<file path="config.mk">
export PLATFORM = sky130hd
export DESIGN_NAME = icd_front
export DESIGN_NICKNAME = d
export VERILOG_FILES = /design/src/assert_macros.svh /design/src/icd_pkg.sv /design/src/icd_front.sv
export SDC_FILE = /design/constraint.sdc
export NUM_CORES = 1
export LEC_CHECK = 0
export BUFFER_PORTS_ARGS = -buffer_cell sky130_fd_sc_hd__buf_4
export CORE_MARGIN = 2
export CORE_UTILIZATION = 37
export DETAILED_ROUTE_END_ITERATION = 7
export PLACE_DENSITY_LB_ADDON = 0.2
export SETUP_SLACK_MARGIN = 0.15
export SLEW_MARGIN = 20
export SYNTH_ARGS = -nofsm -noshare
export SYNTH_HDL_FRONTEND = slang
export SYNTH_SLANG_ARGS = --single-unit
</file>
<file path="constraint.sdc">
create_clock -name vclk -period 2.22
set_input_delay 0.222 -clock vclk [all_inputs]
set_output_delay 0.222 -clock vclk [all_outputs]
set_load 0.02 [all_outputs]
</file>
<file path="src/assert_macros.svh">
// assertion macros shared by the divider rtl
`ifndef ASSERT_MACROS_SVH
`define ASSERT_MACROS_SVH

`ifndef NO_ASSERTIONS

// property must hold at every clock edge out of reset
`define ICD_ASSERT(lbl, prop) \
  lbl: assert property (@(posedge clk) disable iff (!rst_n) prop) \
    else $error("divider assertion failed");

// condition must never be seen out of reset
`define ICD_NEVER(lbl, cond) \
  lbl: assert property (@(posedge clk) disable iff (!rst_n) !(cond)) \
    else $error("divider forbidden condition seen");

`else

`define ICD_ASSERT(lbl, prop)
`define ICD_NEVER(lbl, cond)

`endif

`endif

</file>
<file path="src/icd_pkg.sv">
// shared constants and types for the integer divider
`timescale 1ns / 1ps

package icd_pkg;

  localparam int DATA_WIDTH = 32;

  typedef logic [DATA_WIDTH-1:0] word_t;

  // classified request handed from the front end to the divide pipeline
  typedef struct packed {
    word_t num;     // dividend magnitude
    word_t den;     // divisor magnitude
    logic  neg_q;   // negate quotient at the end
    logic  neg_r;   // negate remainder at the end
    logic  dbz;     // divisor was zero
  } div_item_t;

endpackage

</file>
<file path="src/icd_front.sv">
// front end: turns a raw request into magnitudes and sign flags
`timescale 1ns / 1ps

module icd_front
  import icd_pkg::*;
(
  input  logic      op,
  input  word_t     dividend,
  input  word_t     divisor,
  output div_item_t item
);

  logic n_neg;
  logic d_neg;

  assign n_neg = op & dividend[DATA_WIDTH-1];
  assign d_neg = op & divisor[DATA_WIDTH-1];

  always_comb begin
    item.num   = n_neg ? (~dividend + word_t'(1)) : dividend;
    item.den   = d_neg ? (~divisor + word_t'(1)) : divisor;
    item.neg_q = n_neg ^ d_neg;
    item.neg_r = n_neg;
    item.dbz   = (divisor == '0);
  end

endmodule

</file>
# Word level (Yosys, flattened, before mapping)
# Index checks and enable logic that the tools add are counted.
# classes
addsub	2
n_mux	2
n_bitwise	5
n_reduce_logical	1
# op_table
op	n
adder 32 x 1 -> 32 bit, second input constant	2
two-way mux 32 bit	2
NOT 32 bit	2
logical NOT 32 bit	1
AND 1 bit	2
XOR 1 bit	1
# totals
regBits	0
out_inout_bits	67
wordCells	10

# Logic depth before layout (Yosys ltp)
# depth
depth_word	3
ltp_mapped	7
mapped_depth_nobuf	6

# Least setup slack after synthesis
# No wires, ideal clock.
# synth_path
kind	input to output
from	in dividend[1]
to	out item[65] (netlist name)
arrival_time_ns	2.207
required_ns	1.998
setup_slack_ns	-0.209
path_stages	7
n_path_buf	1
cell_sequence	inv_1 ha_1 or4b_4 or4b_1 buf_2 o41ai_4 xnor2_1
# synth_lines
item	line	text
start, declared	icd_front.sv:8	input word_t dividend,
end, declared	icd_front.sv:10	output div_item_t item

==> impl_metrics.yaml <==
yosys:
  synthCells: 240
  ys_top_cells_by_area: "xnor2_1, xor2_1, o31ai_1"
  yosys.area_share.adder_pct: 1.57
  avgSynthCellArea_um2: 6.63
  yosys.area_share.simple_pct: 34.4
  synth_compound_area_share_pct: 28.5
  synthXorXnorAreaFrac_pct: 30.3
  seq_area_frac_synth_pct: 0
  synth_cell_types: 37
  ys_warn_count: 0
  yosysTopAreaCell: "xnor2_1"
  syn_area_mm2: 0.00159
  synth_top_family_by_area: "simple AND/OR/NAND/NOR gates"
  yosys.area.top_type_share_pct: 20.9
  syn-num-nets: 307
  synthMuxAreaShare_pct: 0
detailed_routing:
  drtAntennaViolNets: 0
  wl_met2_mm: 4.34
  wl_per_cell_um: 18.2
  dr.pass1.iters: 5
  dr.max_layer_used: "met4"
  drt-total-wl_mm: 8.32
  drt_iter0_markers: 155
  avgViaCountPerCell: 6.02
  vias: 2755
  wl_met1_mm: 2.98
  drc: 0
  met3WireLength_um: 682
layout:
  final_cell_mix: "buf_4, xnor2_1, nor2_1, buf_6, xor2_1"
  regArea_um2: 0
  area_delta_synth_final_pct: 124
  clock_buffers: 0
  drive_gt1_share_pct: 60.5
  fillCellCount: 210
  nets: 477
  multi_input_area_mm2: 0.00200
  seq_cells: 0
  antenna_cells: 0
  final_common_cell: "buf_4"
  finalNonFillerCells: 458
global_routing:
  grt-ovfl-total: 0
  grt_util_all_layers_pct: 27.6
  grt_max_degree: 22
  antenna_found_initial: 0
  grt_pass1_wl_mm: 11.5
  grt_pass1_vias: 2523
floorplanning:
  dieWidth_um: 69.6
  num_io_pins: 132
  core_area_mm2: 0.00406
  start_util_pct: 39.2
  fp.dieArea_mm2: 0.00484
  row_count: 23
  die_h_um: 69.6
placed_design:
  dp_hpwl_mm: 5.49
  place_congestion: 0.949
  place_ws_ns: -0.406
  dp_cells: 450
  io_buffer_count: 132
timing:
  slew_headroom_pct: 64.4
  setup_ws_ns: -0.256
  setup-violations-final: 6
  hold_viol: 0
  min_period_ns: 2.48
  grt_setup_unrepaired: "true"
  max_clock_freq_mhz: 404
  fin_setup_tns_ns: -0.996
  finalMaxSlewViolations: 0
  finalCritPeriodShare_pct: 112
  worst_slew_pin_slew_ns: 0.530
power_and_ir_drop:
  leakage_nw: 1.50
  irDropWorstVdd_v: 0.000146
  powerDensity_mw_per_mm2: 238
worst_setup_path:
  critPathRequiredTime_ns: 2.00
  cp-start-kind: "input pin"
  path_class: "input pin to primary output"
  cp-end-kind: "primary output"
  arrival_ns: 2.25
  critical_path.max_fanout: 4
  cp-startpoint: "dividend[10]"
outcome:
  violations: "setup timing"
  run_status: "finished, violations left"
job:
  max-cap-violations: 0
hold_path:
  min-delay-start: "divisor[0]"
  min_path_type: "input pin to primary output"
-- layer usage --
| metal | global-route usage (%) | vias up |
|---|---|---|
| met5 | 0 | - |
| met4 | 8.06 | 0 |
| met3 | 3.92 | 36 |
| met2 | 50.7 | 171 |
| met1 | 32.8 | 1303 |
| li1 | - | 1245 |
-- per-stage QoR --
step / cell area [um^2] / hold slack (ns) / power [mW] / utilization (%)
5_1_grt: 3560 / 0.681 / 0.892 / 87.7
4_1_cts: 3270 / 0.671 / 0.783 / 80.5
3_5_place_dp: 2950 / 0.671 / 0.742 / 72.7
3_3_place_gp: 2950 / 0.671 / 0.733 / 72.7
6_report: 3560 / 0.671 / 0.848 / 87.7
2_1_floorplan: 1660 / 0.492 / 0.357 / -
-- cell usage after synthesis (all sizes together) --
master and instances:
o41ai 13, or4b 2, xnor2 38, buf 5, or4 7, nor3 12, nor3b 2, o21ai 15
or3 7, xor2 17, a21oi 9, o31ai 14, o211ai 2, nor2b 1, nand2 14, nand3 4
nand4 7, clkbuf 7, inv 6, or2 5, o311ai 1, and2 4, o221ai 1, a31oi 4
ha 2, nor4b 1, nand2b 3, nor4 10, clkinv 1, a211oi 4, nor2 22
-- logic make-up (layout without fill, tap and decap cells) --
logic type	count (synthesis)	in the layout
fa+ha+maj	2	2
buf+inv	19	187
simple gates	101	101
xor+xnor	55	55
compound gates	63	63
-- worst paths after layout --
kind	end	slack, ns	depth (start not counted)
max	item[65]	-0.26	7
min	item[3]	0.67	2
-- final cells by class --
class / count / area share, %
inverter: 7 / 1.16
tap: 50 / 1.76
timing repair buffer: 180 / 40.9
multi-input combinational: 221 / 56.2
-- timing repair --
item,in CTS,in global routing
pin swaps,16,15
buffers inserted,5,3
endpoints found under the setup margin,25,37
hold buffers,0,0
endpoints found under the hold margin,0,0
resized for setup,58,46
-- worst max-delay path, cell delays in order --
cell and delay, ns:
buf_4 0.12, or4_1 0.57, or4b_4 0.61, buf_4 0.17, o41ai_4 0.26, xnor2_2 0.15
buf_4 0.15
-- power breakdown --
part | internal, mW | switching, mW | total (mW)
logic | 0.398 | 0.450 | 0.848
registers | 0 | 0 | 0
clock network | 0 | 0 | 0
(Power assumes the default switching activity.)
