==> config.mk <==
export PLATFORM = sky130hd
export DESIGN_NAME = icd_queue
export DESIGN_NICKNAME = d
export VERILOG_FILES = /design/src/icd_pkg.sv /design/src/icd_queue.sv
export VERILOG_INCLUDE_DIRS = /design/src /design/src/src
export SDC_FILE = /design/constraint.sdc
export NUM_CORES = 1
export LEC_CHECK = 0
export BUFFER_PORTS_ARGS = -buffer_cell sky130_fd_sc_hd__buf_2
export CELL_PAD_IN_SITES_DETAIL_PLACEMENT = 1
export CELL_PAD_IN_SITES_GLOBAL_PLACEMENT = 1
export CORE_MARGIN = 1.5
export CORE_UTILIZATION = 40
export DETAILED_ROUTE_END_ITERATION = 8
export PLACE_DENSITY = 0.73
export SKIP_LAST_GASP = 1
export SLEW_MARGIN = 40
export SYNTH_ARGS = -nofsm -noshare
export SYNTH_HDL_FRONTEND = slang
export SYNTH_SLANG_ARGS = --single-unit
export TNS_END_PERCENT = 20
==> constraint.sdc <==
create_clock -name clk -period 4 [get_ports clk]
set_clock_uncertainty 0.15 [all_clocks]
set_input_delay 1 -clock clk [delete_from_list [all_inputs] [get_ports clk]]
set_output_delay 1 -clock clk [all_outputs]
set_load 0.02 [all_outputs]
==> src/assert_macros.svh <==
// assertion macros shared by the divider rtl
`ifndef ASSERT_MACROS_SVH
`define ASSERT_MACROS_SVH

`ifndef NO_ASSERTIONS

// property must hold at every clock edge out of reset
`define ICD_ASSERT(lbl, prop) \
  lbl: assert property (@(posedge clk) disable iff (!rst_n) prop) \
    else $error("divider assertion failed");

// condition must never be seen out of reset
`define ICD_NEVER(lbl, cond) \
  lbl: assert property (@(posedge clk) disable iff (!rst_n) !(cond)) \
    else $error("divider forbidden condition seen");

`else

`define ICD_ASSERT(lbl, prop)
`define ICD_NEVER(lbl, cond)

`endif

`endif

==> src/icd_pkg.sv <==
// shared constants and types for the integer divider
`timescale 1ns / 1ps

package icd_pkg;

  localparam int DATA_WIDTH = 32;

  typedef logic [DATA_WIDTH-1:0] word_t;

  // classified request handed from the front end to the divide pipeline
  typedef struct packed {
    word_t num;     // dividend magnitude
    word_t den;     // divisor magnitude
    logic  neg_q;   // negate quotient at the end
    logic  neg_r;   // negate remainder at the end
    logic  dbz;     // divisor was zero
  } div_item_t;

endpackage

==> src/icd_queue.sv <==
// two-entry queue between the front end and the divide pipeline
`timescale 1ns / 1ps

`include "assert_macros.svh"

module icd_queue
  import icd_pkg::*;
(
  input  logic      clk,
  input  logic      rst_n,
  input  logic      push_valid,
  output logic      push_ready,
  input  div_item_t push_item,
  output logic      pop_valid,
  input  logic      pop_ready,
  output div_item_t pop_item
);

  localparam int QDepth = 2;
  localparam int PtrW   = $clog2(QDepth);
  localparam int CntW   = $clog2(QDepth + 1);

  div_item_t         entry_r [QDepth];
  logic [PtrW-1:0]   wr_ptr_r, wr_ptr_nxt;
  logic [PtrW-1:0]   rd_ptr_r, rd_ptr_nxt;
  logic [CntW-1:0]   count_r, count_nxt;
  logic              push;
  logic              pop;

  assign push_ready = (count_r != CntW'(QDepth));
  assign pop_valid  = (count_r != '0);
  assign pop_item   = entry_r[rd_ptr_r];
  assign push       = push_valid & push_ready;
  assign pop        = pop_valid & pop_ready;

  always_comb begin
    wr_ptr_nxt = wr_ptr_r;
    rd_ptr_nxt = rd_ptr_r;
    count_nxt  = count_r;
    if (push) begin
      wr_ptr_nxt = (wr_ptr_r == PtrW'(QDepth - 1)) ? '0 : wr_ptr_r + PtrW'(1);
    end
    if (pop) begin
      rd_ptr_nxt = (rd_ptr_r == PtrW'(QDepth - 1)) ? '0 : rd_ptr_r + PtrW'(1);
    end
    if (push && !pop) begin
      count_nxt = count_r + CntW'(1);
    end else if (pop && !push) begin
      count_nxt = count_r - CntW'(1);
    end
  end

  always_ff @(posedge clk) begin
    if (!rst_n) begin
      wr_ptr_r <= '0;
      rd_ptr_r <= '0;
      count_r  <= '0;
    end else begin
      wr_ptr_r <= wr_ptr_nxt;
      rd_ptr_r <= rd_ptr_nxt;
      count_r  <= count_nxt;
    end
  end

  always_ff @(posedge clk) begin
    if (push) begin
      entry_r[wr_ptr_r] <= push_item;
    end
  end

  // occupancy must agree with the pointer distance
  `ICD_ASSERT(a_q_ptr_match, (count_r == '0 || count_r == CntW'(QDepth)) |-> (wr_ptr_r == rd_ptr_r))
  `ICD_NEVER(a_q_overfill, count_r > CntW'(QDepth))

endmodule

# == After elaboration in Yosys (flattened, before gate mapping) ==
# Memories as Yosys holds them, arrays and structs flattened. A register that Yosys moved wholly into a read port is not among the register bits.
# Index checks and enable logic that the tools add are counted.
# totals
n_memories,1
in_bits,71
mem_bits_rw,134
register_bits,4
latch_bits,0
elab_cells,25
romBits,0
# mem_list
name,words,width,rd,rd_ports_with_merged_regs,write_ports,line_no,rtl
entry_r,2,67,1,1,1,icd_queue.sv:23,div_item_t entry_r [QDepth];
# classes
n_addsub,4
reduce_logical,6
eq_ne,1
div_mod_pow,0
n_lt_le_gt_ge,0
muxes,8
bitwise_logic,2
n_mul,0
shift,0
# op_table
cell,n
1-bit 2-to-1 mux,6
2-bit 2-to-1 mux,2
2-bit nonzero test,2
1-bit adder (second input constant),2
2-bit by 1-bit adder with 2-bit output (second input constant),1
1-bit AND,2
1-bit logical AND,2
1-bit logical NOT,2
2-bit inequality test (second input constant),1
2-bit by 1-bit subtractor with 2-bit output (second input constant),1

# == Depth between registers and ports, before layout ==
# depth
depth_word,6
depth_mapped,6
ltp_nobuf,6

# == Worst setup path after synthesis ==
# No wires, ideal clock.
# synth_path
path_type,input port to flip-flop
startpoint,input port push_valid
endpoint,memory entry_r[1][0] (netlist name) (enable)
slack_ps,795
t_arrival_ps,2622
n_path_buf,0
setup_time_ps,433
cell_stages,1
cell_sequence,and3_1
# synth_via
elab_chain_len,3
# synth_rtl
element,line_no,rtl
"start, declared",icd_queue.sv:11,"input logic push_valid,"
1-bit AND,icd_queue.sv:33,assign push = push_valid & push_ready;
1-bit 2-to-1 mux,icd_queue.sv:66,if (push) begin
1-bit 2-to-1 mux (implied by the code),icd_queue.sv:67,entry_r[wr_ptr_r] <= push_item;
"end, declared",icd_queue.sv:23,
# Every way passes these cells.

==> results.ini <==
[clocking]
cts_tree=done
cts_htree_levels=4
clockBufferDepth=2
insertion_delay_ns=0.41
hold_buffers=0
numCtsBuffers=17
path_clk_slew_ns=0.05
cts.repair.resized=0
cts_sinks=139
post-cts-setup-buffers=0
cts_root_buf=clkbuf_16

[global_route]
grtUsageTotal=0.148
grt_max_degree=36
antenna_found_initial=0
overflow=0
grt_pass1_wl_um=14200
grt_pass1_vias=2899

[floorplan]
die_w_um=116
rows=40
start_util=0.416
ioPinCount=140
coreArea_um2=12200
dieArea_um2=13400
dieHeight_um=116

[routing]
topRoutingLayerUsed=met4
wl_um=9340
wl_met1_um=3740
route.met2.wl_um=4780
met3_length_um=623
num_vias=2639
ant_nets=0
viasPerCell=4.65
drt-initial-drc-count=120
dr.pass1.iters=4
drc=0
wl_per_cell_um=16.5

[critical_path]
worst_setup_path_start_kind=register
cp_data_required_time_ns=2.85
slowest_stage=dfxtp_4
slowest_delay_ns=0.63
timing.rr.start=count_r[0]$_SDFFE_PN0P_
path_cells=buf_12 -> mux2_2 -> buf_2
cp.arrival_ns=1.89
criticalPathCategory=reg -> out
endpoint_kind=output port
crit_fanout=35

[sta]
slew_violations=0
finalSetupViolCount=0
min_period_over_period=0.760
hold_viol=0
tightest_slew_ns=0.785
layout_min_cycle_time_ns=3.04
fmaxAchievable_ghz=0.329
fin_setup_tns_ns=0
rsz0062_at_grt=no
relSlewSlack=0.476

[synthesis]
synth_nets=304
avgSynthCellArea_um2=21.9
synth_seq_cells=139
synth.distinct_cells=21
yosysWarningCount=0
yosysSeqAreaShare=0.812
syn_area_um2=5080
syn_inst=232

[placement]
place_inst=535
gp_congestion=0.700
hpwl_um=6150
numPortBuffers=139

[final_layout]
drive_gt1_frac=0.602
fin_nets=458
antenna_cells=0
syn2layout_area_growth_pct=29.3
stdcell_count=567
final_util=0.537

[min_path]
hold_path_class=reg -> reg
hold_start=rd_ptr_r$_SDFFE_PN0P_

[run_status]
status=complete, no violations

[power_and_ir_drop]
powerDensity_nw_per_um2=688
ir_drop_mv=0.416
power_mw=4.51
leakagePower_nw=2.45

[job]
drv_cap=0

[cell usage in the layout, fill, tap and decap left out, drive strengths merged, types with 2 or more instances in the layout]
cell type  Yosys  final
dfxtp          5      5
buf            7    142
clkinv         0      8
and2           4      4
mux2          67     67
bufinv         0      3
edfxtp       134    134
o21ai          2      2
a21boi         2      2
xnor2          2      2
clkbuf         0     21
[worst max-delay path, delay by kind of cell, from the launching register on]
family	cells	cell delay, ns
buffers and inverters	2	0.44
DFF	1	0.63
muxes	1	0.37
[kinds of logic (layout without fill, tap and decap cells)]
family	count (synthesis)	count (layout)	synth area share
compound gates	5	5	0.00690
xor+xnor	3	3	0.00518
fa+ha+maj	1	1	0.00246
buf+inv	8	175	0.0118
flops	139	139	0.812
mux	67	67	0.149
simple gates	9	9	0.0128
[cell usage after synthesis]
master,number,area (um^2)
edfxtp_1,134,4020
mux2_2,67,754
dfxtp_1,5,100
and2_1,4,25.0
buf_2,3,15.0
buf_6,3,33.8
xnor2_1,2,17.5
a21bo_2,1,10.0
a21boi_0,1,7.51
a21boi_1,1,7.51
and3_1,1,6.26
buf_4,1,7.51
ha_1,1,12.5
inv_1,1,3.75
nand2b_4,1,13.8
nand3b_1,1,7.51
o21ai_0,1,5.00
o21ai_1,1,5.00
or2_2,1,6.26
or3_1,1,6.26
xor2_1,1,8.76
[flip-flops by register name (all words and copies together), names as in the netlist, named ones only]
name      cells
wr_ptr_r      1
rd_ptr_r      1
entry_r     134
count_r       2
[routing by layer]
metal | vias to the layer above | track usage
li1 | 1229 | -
met1 | 1296 | 0.161
met2 | 97 | 0.251
met3 | 17 | 0.0591
met4 | 0 | 0.0789
met5 | - | 0
[path summary, 6_finish.rpt]
check	endpoint	slack [ns]	depth (start not counted)
worst max register to register	entry_r[0][27]$_DFFE_PP_	1.87	4
worst min-delay path	register	0.44	2
worst min register to register	register	0.44	2
worst max-delay path	pop_item[23]	0.96	3
[through the flow]
stage               cell area (um^2)  worst slack (ns)  hold WS, ns
floorplan                       5080             0.795        0.362
CTS                             6560             0.883        0.443
global route                    6560             0.818        0.484
global placement                5960              1.26        0.384
detailed placement              6000              1.30        0.410
finish                          6560             0.959        0.435
[where the power goes]
| part | total [mW] | switching (mW) | internal [mW] | leakage [nW] |
|---|---|---|---|---|
| combinational | 1.09 | 0.626 | 0.465 | 0.877 |
| clock | 1.50 | 0.537 | 0.966 | 0.281 |
| sequential | 1.92 | 0.0956 | 1.82 | 1.29 |
| total | 4.51 | 1.26 | 3.25 | 2.45 |
[cell type report]
| class | instances | area, um^2 |
|---|---|---|
| multi-input cells | 85 | 898 |
| clock buffers | 21 | 440 |
| repair buffers | 142 | 756 |
| flip-flops and latches | 139 | 4130 |
| inverters | 1 | 3.75 |
| fillers | 1200 | 5650 |
| well taps | 168 | 210 |
| clock inverters | 11 | 126 |
Note: power is estimated with default switching activity, not from simulation.
